[src/rtl/core/iee_pkg.sv]
// Package for the infix expression evaluator: character codes, operator and
// state encodings, and the control structs of the shared multiply/divide unit.
// Depends on nothing; every other file of the block imports it.
`timescale 1ns / 1ps

package iee_pkg;

  localparam int WordWidthDefault = 32;
  localparam int ValueWidth       = 32;
  localparam int CharWidth        = 8;

  localparam logic [CharWidth-1:0] CharPlus   = 8'h2B;
  localparam logic [CharWidth-1:0] CharMinus  = 8'h2D;
  localparam logic [CharWidth-1:0] CharTimes  = 8'h2A;
  localparam logic [CharWidth-1:0] CharDivide = 8'h2F;
  localparam logic [CharWidth-1:0] CharSpace  = 8'h20;
  localparam logic [CharWidth-1:0] CharZero   = 8'h30;
  localparam logic [CharWidth-1:0] CharNine   = 8'h39;

  typedef enum logic [2:0] {
    OP_PLUS   = 3'd0,
    OP_MINUS  = 3'd1,
    OP_TIMES  = 3'd2,
    OP_DIVIDE = 3'd3,
    OP_OTHER  = 3'd4
  } op_e;

  typedef enum logic [1:0] {
    ST_IDLE,
    ST_BUSY,
    ST_CLOSE,
    ST_FINISH
  } state_e;

  typedef struct packed {
    logic start;
    logic is_div;
  } mdu_req_t;

  typedef struct packed {
    logic done;
    logic div_zero;
  } mdu_status_t;

  function automatic op_e op_code(input logic [CharWidth-1:0] code);
    op_e op;
    case (code)
      CharPlus:   op = OP_PLUS;
      CharMinus:  op = OP_MINUS;
      CharTimes:  op = OP_TIMES;
      CharDivide: op = OP_DIVIDE;
      default:    op = OP_OTHER;
    endcase
    return op;
  endfunction

endpackage

[src/rtl/core/iee_if.sv]
// Handshake channels of the evaluator: the character word in and the result
// word out, each with valid, ready and payload. Depends on iee_pkg.
`timescale 1ns / 1ps

interface iee_char_if import iee_pkg::*; ();
  logic                 valid;
  logic                 ready;
  logic [CharWidth-1:0] char_code;
  logic                 is_last;

  modport source (output valid, char_code, is_last, input ready);
  modport sink   (input valid, char_code, is_last, output ready);
endinterface

interface iee_result_if import iee_pkg::*; ();
  logic                         valid;
  logic                         ready;
  logic signed [ValueWidth-1:0] value;
  logic                         div_by_zero;

  modport source (output valid, value, div_by_zero, input ready);
  modport sink   (input valid, value, div_by_zero, output ready);
endinterface

[src/rtl/core/iee_muldiv.sv]
// Shared iterative unit: shift-add multiply or signed restoring divide, one
// bit per cycle. Depends on iee_pkg.
`timescale 1ns / 1ps

module iee_muldiv import iee_pkg::*; #(
  parameter int WORD_WIDTH = WordWidthDefault
) (
  input  logic                  clk_i,
  input  logic                  rst_ni,
  input  mdu_req_t              req_i,
  input  logic [WORD_WIDTH-1:0] a_i,
  input  logic [WORD_WIDTH-1:0] b_i,
  output logic [WORD_WIDTH-1:0] result_o,
  output mdu_status_t           status_o
);

  localparam int CW = $clog2(WORD_WIDTH + 1);

  logic                  busy_q, busy_d;
  logic                  done_q, done_d;
  logic [CW-1:0]         cnt_q, cnt_d;
  logic                  is_div_q, is_div_d;
  logic                  neg_q, neg_d;
  logic                  dz_q, dz_d;
  logic [WORD_WIDTH:0]   reg_a_q, reg_a_d;
  logic [WORD_WIDTH-1:0] reg_b_q, reg_b_d;
  logic [WORD_WIDTH-1:0] reg_c_q, reg_c_d;

  logic [WORD_WIDTH-1:0] mag_a, mag_b;
  logic [WORD_WIDTH:0]   rem_shift, trial;
  logic [WORD_WIDTH-1:0] mul_sum;

  always_comb begin
    mag_a     = a_i[WORD_WIDTH-1] ? (~a_i + 1'b1) : a_i;
    mag_b     = b_i[WORD_WIDTH-1] ? (~b_i + 1'b1) : b_i;
    rem_shift = {reg_a_q[WORD_WIDTH-1:0], reg_b_q[WORD_WIDTH-1]};
    trial     = rem_shift - {1'b0, reg_c_q};
    mul_sum   = reg_a_q[WORD_WIDTH-1:0] + (reg_c_q[0] ? reg_b_q : '0);
  end

  always_comb begin
    busy_d   = busy_q;
    done_d   = 1'b0;
    cnt_d    = cnt_q;
    is_div_d = is_div_q;
    neg_d    = neg_q;
    dz_d     = dz_q;
    reg_a_d  = reg_a_q;
    reg_b_d  = reg_b_q;
    reg_c_d  = reg_c_q;
    if (req_i.start) begin
      busy_d   = 1'b1;
      cnt_d    = CW'(WORD_WIDTH);
      is_div_d = req_i.is_div;
      reg_a_d  = '0;
      if (req_i.is_div) begin
        reg_b_d = mag_a;
        reg_c_d = mag_b;
        neg_d   = a_i[WORD_WIDTH-1] ^ b_i[WORD_WIDTH-1];
        dz_d    = (b_i == '0);
      end else begin
        reg_b_d = a_i;
        reg_c_d = b_i;
        neg_d   = 1'b0;
        dz_d    = 1'b0;
      end
    end else if (busy_q) begin
      cnt_d = cnt_q - 1'b1;
      if (cnt_q == CW'(1)) begin
        busy_d = 1'b0;
        done_d = 1'b1;
      end
      if (is_div_q) begin
        if (!trial[WORD_WIDTH]) begin
          reg_a_d = trial;
          reg_b_d = {reg_b_q[WORD_WIDTH-2:0], 1'b1};
        end else begin
          reg_a_d = rem_shift;
          reg_b_d = {reg_b_q[WORD_WIDTH-2:0], 1'b0};
        end
      end else begin
        reg_a_d = {1'b0, mul_sum};
        reg_b_d = {reg_b_q[WORD_WIDTH-2:0], 1'b0};
        reg_c_d = {1'b0, reg_c_q[WORD_WIDTH-1:1]};
      end
    end
  end

  always_ff @(posedge clk_i or negedge rst_ni) begin
    if (!rst_ni) begin
      busy_q <= 1'b0;
      done_q <= 1'b0;
      cnt_q  <= '0;
    end else begin
      busy_q <= busy_d;
      done_q <= done_d;
      cnt_q  <= cnt_d;
    end
  end

  always_ff @(posedge clk_i) begin
    is_div_q <= is_div_d;
    neg_q    <= neg_d;
    dz_q     <= dz_d;
    reg_a_q  <= reg_a_d;
    reg_b_q  <= reg_b_d;
    reg_c_q  <= reg_c_d;
  end

  always_comb begin
    if (!is_div_q) begin
      result_o = reg_a_q[WORD_WIDTH-1:0];
    end else if (dz_q) begin
      result_o = '0;
    end else if (neg_q) begin
      result_o = ~reg_b_q + 1'b1;
    end else begin
      result_o = reg_b_q;
    end
    status_o.done     = done_q;
    status_o.div_zero = dz_q & is_div_q;
  end

endmodule

[src/rtl/core/infix_expression_evaluator_core.sv]
// Top level of the infix expression evaluator: character sequencer, term and
// sum registers, and the shared multiply/divide unit. Depends on iee_pkg, iee_if and iee_muldiv.
// Digits, spaces and operators that close a pending + - or unknown are taken without a hold;
// an operator that closes a pending * or / holds the input while the multiply/divide unit runs.
// The closing word leads through CLOSE, BUSY with * or / pending, and FINISH; the input waits
// until the result word is registered. Reset clears the state and sets the operator to plus.
`timescale 1ns / 1ps

module infix_expression_evaluator_core import iee_pkg::*; #(
  parameter int WORD_WIDTH = WordWidthDefault
) (
  input  logic          clk_i,
  input  logic          rst_ni,
  iee_char_if.sink      char_i,
  iee_result_if.source  result_o
);

  state_e                state_q, state_d;
  logic [WORD_WIDTH-1:0] sum_q, sum_d;
  logic [WORD_WIDTH-1:0] term_q, term_d;
  logic [WORD_WIDTH-1:0] num_q, num_d;
  op_e                   op_q, op_d;
  logic                  dz_q, dz_d;
  logic                  last_q, last_d;
  logic                  close_q, close_d;
  logic                  out_valid_q, out_valid_d;
  logic [ValueWidth-1:0] out_value_q, out_value_d;
  logic                  out_dz_q, out_dz_d;

  logic                  accept, is_digit, is_space, is_op, pend_muldiv;
  logic                  apply_en, out_free;
  op_e                   next_op;
  logic [WORD_WIDTH-1:0] digit_ext, total;
  logic [WORD_WIDTH+31:0] total_ext;
  mdu_req_t              mdu_req;
  mdu_status_t           mdu_status;
  logic [WORD_WIDTH-1:0] mdu_result;

  iee_muldiv #(
    .WORD_WIDTH(WORD_WIDTH)
  ) u_muldiv (
    .clk_i    (clk_i),
    .rst_ni   (rst_ni),
    .req_i    (mdu_req),
    .a_i      (term_q),
    .b_i      (num_q),
    .result_o (mdu_result),
    .status_o (mdu_status)
  );

  assign char_i.ready = (state_q == ST_IDLE);
  assign accept       = char_i.valid && char_i.ready;
  assign is_digit     = (char_i.char_code >= CharZero) && (char_i.char_code <= CharNine);
  assign is_space     = (char_i.char_code == CharSpace);
  assign is_op        = !is_digit && !is_space;
  assign pend_muldiv  = (op_q == OP_TIMES) || (op_q == OP_DIVIDE);
  assign apply_en     = (accept && is_op) || (state_q == ST_CLOSE);
  assign next_op      = (state_q == ST_CLOSE) ? OP_PLUS : op_code(char_i.char_code);
  assign out_free     = !out_valid_q || result_o.ready;
  assign digit_ext    = WORD_WIDTH'(char_i.char_code - CharZero);
  assign total        = sum_q + term_q;
  assign total_ext    = {32'b0, total};

  always_comb begin
    state_d = state_q;
    unique case (state_q)
      ST_IDLE: begin
        if (accept) begin
          if (is_op && pend_muldiv) begin
            state_d = ST_BUSY;
          end else if (char_i.is_last) begin
            state_d = ST_CLOSE;
          end
        end
      end
      ST_CLOSE: begin
        state_d = pend_muldiv ? ST_BUSY : ST_FINISH;
      end
      ST_BUSY: begin
        if (mdu_status.done) begin
          if (close_q) begin
            state_d = ST_FINISH;
          end else if (last_q) begin
            state_d = ST_CLOSE;
          end else begin
            state_d = ST_IDLE;
          end
        end
      end
      ST_FINISH: begin
        if (out_free) begin
          state_d = ST_IDLE;
        end
      end
      default: state_d = ST_IDLE;
    endcase
  end

  always_comb begin
    sum_d          = sum_q;
    term_d         = term_q;
    num_d          = num_q;
    op_d           = op_q;
    dz_d           = dz_q;
    last_d         = last_q;
    close_d        = close_q;
    out_valid_d    = out_valid_q && !result_o.ready;
    out_value_d    = out_value_q;
    out_dz_d       = out_dz_q;
    mdu_req.start  = 1'b0;
    mdu_req.is_div = (op_q == OP_DIVIDE);

    if (accept) begin
      last_d = char_i.is_last;
      if (is_digit) begin
        num_d = (num_q << 3) + (num_q << 1) + digit_ext;
      end
    end

    if (apply_en) begin
      case (op_q)
        OP_PLUS: begin
          sum_d  = total;
          term_d = num_q;
        end
        OP_MINUS: begin
          sum_d  = total;
          term_d = ~num_q + 1'b1;
        end
        OP_TIMES, OP_DIVIDE: begin
          mdu_req.start = 1'b1;
          close_d       = (state_q == ST_CLOSE);
        end
        default: begin
        end
      endcase
      op_d  = next_op;
      num_d = '0;
    end

    if ((state_q == ST_BUSY) && mdu_status.done) begin
      term_d = mdu_result;
      dz_d   = dz_q | mdu_status.div_zero;
    end

    if ((state_q == ST_FINISH) && out_free) begin
      out_valid_d = 1'b1;
      out_value_d = total_ext[ValueWidth-1:0];
      out_dz_d    = dz_q;
      sum_d       = '0;
      term_d      = '0;
      num_d       = '0;
      op_d        = OP_PLUS;
      dz_d        = 1'b0;
    end
  end

  always_ff @(posedge clk_i or negedge rst_ni) begin
    if (!rst_ni) begin
      state_q     <= ST_IDLE;
      sum_q       <= '0;
      term_q      <= '0;
      num_q       <= '0;
      op_q        <= OP_PLUS;
      dz_q        <= 1'b0;
      last_q      <= 1'b0;
      close_q     <= 1'b0;
      out_valid_q <= 1'b0;
    end else begin
      state_q     <= state_d;
      sum_q       <= sum_d;
      term_q      <= term_d;
      num_q       <= num_d;
      op_q        <= op_d;
      dz_q        <= dz_d;
      last_q      <= last_d;
      close_q     <= close_d;
      out_valid_q <= out_valid_d;
    end
  end

  always_ff @(posedge clk_i) begin
    out_value_q <= out_value_d;
    out_dz_q    <= out_dz_d;
  end

  assign result_o.valid       = out_valid_q;
  assign result_o.value       = out_value_q;
  assign result_o.div_by_zero = out_dz_q;

endmodule
[src/flat_wrapper.sv]
// flat-port wrapper written by rule: the top's interface ports become plain ports
module infix_expression_evaluator_core_flat import iee_pkg::*;
#(
  parameter int WORD_WIDTH = WordWidthDefault
)
  (clk_i, rst_ni, char_i_valid, char_i_char_code, char_i_is_last, char_i_ready, result_o_valid, result_o_value, result_o_div_by_zero, result_o_ready);
  iee_char_if char_i_i ();
  iee_result_if result_o_i ();
  input  logic clk_i;
  input  logic rst_ni;
  input wire logic [$bits(char_i_i.valid)-1:0] char_i_valid;
  input wire logic [$bits(char_i_i.char_code)-1:0] char_i_char_code;
  input wire logic [$bits(char_i_i.is_last)-1:0] char_i_is_last;
  output wire logic [$bits(char_i_i.ready)-1:0] char_i_ready;
  output wire logic [$bits(result_o_i.valid)-1:0] result_o_valid;
  output wire logic [$bits(result_o_i.value)-1:0] result_o_value;
  output wire logic [$bits(result_o_i.div_by_zero)-1:0] result_o_div_by_zero;
  input wire logic [$bits(result_o_i.ready)-1:0] result_o_ready;
  assign char_i_i.valid = char_i_valid;
  assign char_i_i.char_code = char_i_char_code;
  assign char_i_i.is_last = char_i_is_last;
  assign char_i_ready = char_i_i.ready;
  assign result_o_valid = result_o_i.valid;
  assign result_o_value = result_o_i.value;
  assign result_o_div_by_zero = result_o_i.div_by_zero;
  assign result_o_i.ready = result_o_ready;
  infix_expression_evaluator_core #(.WORD_WIDTH(WORD_WIDTH)) u_core (.clk_i(clk_i), .rst_ni(rst_ni), .char_i(char_i_i), .result_o(result_o_i));
endmodule
[config.mk]
export PLATFORM = sky130hd
export DESIGN_NAME = infix_expression_evaluator_core_flat
export DESIGN_NICKNAME = d
export VERILOG_FILES = /design/src/rtl/core/iee_pkg.sv /design/src/rtl/core/iee_if.sv /design/src/rtl/core/iee_muldiv.sv /design/src/rtl/core/infix_expression_evaluator_core.sv /design/src/flat_wrapper.sv
export SDC_FILE = /design/constraint.sdc
export NUM_CORES = 1
export LEC_CHECK = 0
export ABC_AREA = 0
export BUFFER_PORTS_ARGS = -buffer_cell sky130_fd_sc_hd__buf_4
export CAP_MARGIN = 20
export CORE_MARGIN = 2
export CORE_UTILIZATION = 38
export CTS_CLUSTER_SIZE = 16
export DETAILED_ROUTE_END_ITERATION = 10
export PLACE_DENSITY_LB_ADDON = 0.12
export SKIP_CTS_REPAIR_TIMING = 1
export SKIP_LAST_GASP = 1
export SLEW_MARGIN = 20
export SYNTH_ARGS = -nofsm -noshare
export SYNTH_HDL_FRONTEND = slang
export SYNTH_HIERARCHICAL = 1
export SYNTH_SLANG_ARGS = --single-unit
[constraint.sdc]
create_clock -name clk_i -period 6.25 [get_ports clk_i]
set_clock_uncertainty 0.05 [all_clocks]
set_input_delay 0.3125 -clock clk_i [delete_from_list [all_inputs] [get_ports clk_i]]
set_output_delay 0.3125 -clock clk_i [all_outputs]
set_load 0.1 [all_outputs]
==> flow_summary.yaml <==
die:
  rows: 85
  initial_core_util_pct: 38.3
  die_y_um: 236
  core_area_um2: 53600
  pin_count: 48
  dieWidth_um: 236
  fp.dieArea_um2: 55900
hold_path:
  hold-path-endpoint: "u_core/num_q[1]$_DFFE_PN0P_"
  hp-start: "char_i_char_code[7]"
  hold_class: "input pin to flop"
  whs_path_depth: 4
logic_synthesis:
  postSynthAreaPerCell_um2: 8.47
  ys_seq_area_share_pct: 31.5
  syn_inst: 2423
  yosys-top-cells-area: "edfxtp_1, dfrtp_1, ha_1, a21oi_1, xnor2_1"
  synth_edf_count: 100
  synth_ff_type: "dfrtp_1"
  yosys_warnings: 6
  synth_top_cell_area_share_pct: 14.6
  synth_async_sr_flop_share_pct: 46.1
  synth.net_count: 2602
  syn_area_um2: 20500
  ys_types: 91
  yosysMostFrequentCell: "a21oi_1"
  synth_commonest_cells: "a21oi_1, nor2_1, nand2_1"
  ys_seq_elements: 245
  synth_top_area_cell: "edfxtp_1"
timing:
  finalHoldViolations: 0
  maxSlewHeadroom_pct: 28.3
  drv_slew: 0
  rsz0062_at_grt: "no"
  post-route-min-period_ns: 4.67
  min_period_over_period_pct: 74.7
  finalSetupTns_ns: 0
  worst_slack_ns: 1.58
  hold_ws_ns: 0.0809
  max_freq_mhz: 214
  setup_viol: 0
  tightest_slew_ns: 1.07
critical_path:
  cp-end-kind: "flop"
  cp_max_fo: 33
  required_ns: 6.72
  critPathLaunchType: "flop"
  timing.rr.start: "u_core/u_muldiv/reg_c_q[0]$_DFFE_PP_"
  worstPathArrival_ns: 5.14
  reg2reg_setup_slack_ns: 1.58
  ff2ff_path_depth: 12
  worstSetupPathType: "flop to flop"
  crit_path_start: "u_core/u_muldiv/reg_c_q[0]$_DFFE_PP_"
  worstReg2RegEnd: "u_core/u_muldiv/reg_a_q[1]$_SDFFE_PP0P_"
global_routing:
  antenna_found_initial: 2
  grt_pass1_vias: 17400
  grt_max_degree: 154
  grt_first_pass_wirelength_mm: 105
  grtUsageTotal_pct: 23.8
  overflow: 0
power_and_ir_drop:
  finalPower_mw: 8.16
  power_density_nw_per_um2: 361
  p_leak_nw: 9.65
  vdd_drop_max_mv: 0.292
clocking:
  clkTransAtPathRegs_ns: 0.07
  clock_path_buffers: 3
  cts_buffers: 31
  clk_latency_ns: 0.61
  cts_tree: "yes"
  cts_root_buffer: "clkbuf_16"
  htree_levels: 1
  cts.sinks: 245
routing:
  drt-vias-per-instance: 5.80
  wl_mm: 67.8
  antenna_left: 0
  post_drt_wl_per_cell_um: 21.6
  num_vias: 18200
  drtIter0Drc: 1502
  firstDrtPassIters: 5
  drc_errors: 0
final_layout:
  antennaDiodeCount: 0
  final_core_util_pct: 42.2
  layout.nets: 2597
  syn_to_final_growth_pct: 10.1
  drive_above_1_share_pct: 6.59
flow_run:
  max-cap-violations: 0
placed_design:
  hpwlAfterDp_mm: 51.3
  pre_cts_slack_ns: 1.66
  place.port_buffers: 47
  gp_congestion: 0.898
status:
  outcome: "completed"
==> state kept, by name, indices dropped and copies added, names as in the netlist, 2 cells and up <==
signal / count
u_core/term_q: 32
u_core/u_muldiv/reg_c_q: 32
u_core/op_q: 3
u_core/u_muldiv/reg_b_q: 32
u_core/state_q: 2
u_core/result_o.value: 32
u_core/u_muldiv/reg_a_q: 32
u_core/num_q: 32
u_core/u_muldiv/cnt_q: 6
u_core/sum_q: 32
==> kinds of logic (layout without fill, tap and decap cells) <==
| logic type | after synthesis | in the layout | synth area share, % |
|---|---|---|---|
| AOI/OAI and AO/OA | 778 | 778 | 24.2 |
| xor gates and xnor gates | 235 | 235 | 10.1 |
| adders and majority gates | 166 | 166 | 11.3 |
| buffers and inverters | 221 | 241 | 4.30 |
| DFF | 245 | 245 | 31.5 |
| muxes | 9 | 9 | 0.445 |
| and+or+nand+nor | 769 | 769 | 18.1 |
==> layer usage <==
layer | vias to the layer above | global-route usage (%) | share of wire, %
met1 | 8870 | 34.1 | 48
met2 | 467 | 39.0 | 46
li1 | 8796 | - | -
met4 | 0 | 5.14 | 2.0
met5 | - | 0 | 0
met3 | 77 | 2.02 | 4.4
==> cell type report <==
| class | instances | area (um^2) |
|---|---|---|
| clock inverters | 5 | 43.8 |
| clock buffers | 53 | 1000 |
| repair buffers | 76 | 603 |
| inverters | 107 | 402 |
| well taps | 696 | 871 |
| multi-input cells | 1957 | 13200 |
| fillers | 5453 | 31000 |
| flip-flops and latches | 245 | 6470 |
==> metrics by stage <==
| step | std cells | area (um^2) |
|---|---|---|
| floorplan | 2423 | 20500 |
| global placement | 3073 | 21500 |
| detailed placement | 3073 | 21500 |
| CTS | 3131 | 22500 |
| global route | 3139 | 22600 |
| finish | 3139 | 22600 |
==> power breakdown <==
part           leakage, nW  internal, mW  switching, mW  total, mW
clock network        0.515          1.09          0.749       1.84
registers             2.67          2.05          0.440       2.49
logic                 6.46          1.27           2.57       3.84
==> worst max-delay path by stage <==
stage,to,slack (ns),cells after the start
2_1_floorplan,u_core/num_q[27]$_DFFE_PN0P_,0.49,13
3_3_place_gp,u_core/u_muldiv/reg_a_q[0]$_SDFFE_PP0P_,1.80,12
3_5_place_dp,u_core/u_muldiv/reg_a_q[1]$_SDFFE_PP0P_,1.66,12
4_1_cts,u_core/u_muldiv/reg_a_q[1]$_SDFFE_PP0P_,1.66,12
5_1_grt,u_core/u_muldiv/reg_a_q[1]$_SDFFE_PP0P_,1.27,12
6_report,u_core/u_muldiv/reg_a_q[1]$_SDFFE_PP0P_,1.58,12
==> cell usage in the layout (no fill, tap or decap), drive strengths merged, types with 9 or more instances in the layout <==
master	synthesis	layout
a311oi	9	9
xnor2	127	127
edfxtp	100	100
nor2	213	213
xor2	107	107
dfrtp	113	113
clkbuf	90	53
fa	32	32
ha	134	134
inv	104	105
a211oi	39	39
a21o	88	88
nand2	212	212
o22ai	30	30
nand3	70	70
nor2b	16	16
dfxtp	32	32
o21ai	148	148
o21a	16	16
and2	43	43
a21boi	9	9
o2bb2ai	15	15
o211ai	11	11
o21bai	22	22
o31ai	35	35
a31oi	15	15
a21oi	257	257
o41ai	15	15
nand4	14	14
and3	21	21
or4	15	15
or3	24	24
buf	22	68
nor3	64	64
nand2b	33	33
nor4	17	17
==> critical path, stage by stage (launching register included) <==
cell      delay [ns]
edfxtp_1        0.71
ha_1            0.37
fa_1            0.41
nand2b_1        0.18
a21oi_1         0.27
o21ai_0         0.18
a211o_1         0.35
nand3b_1        0.14
a21boi_1        0.11
o21ai_1         0.33
nand2_1         0.66
or3_1           0.56
a311oi_1        0.26
Power figures use the tool's default switching activity.
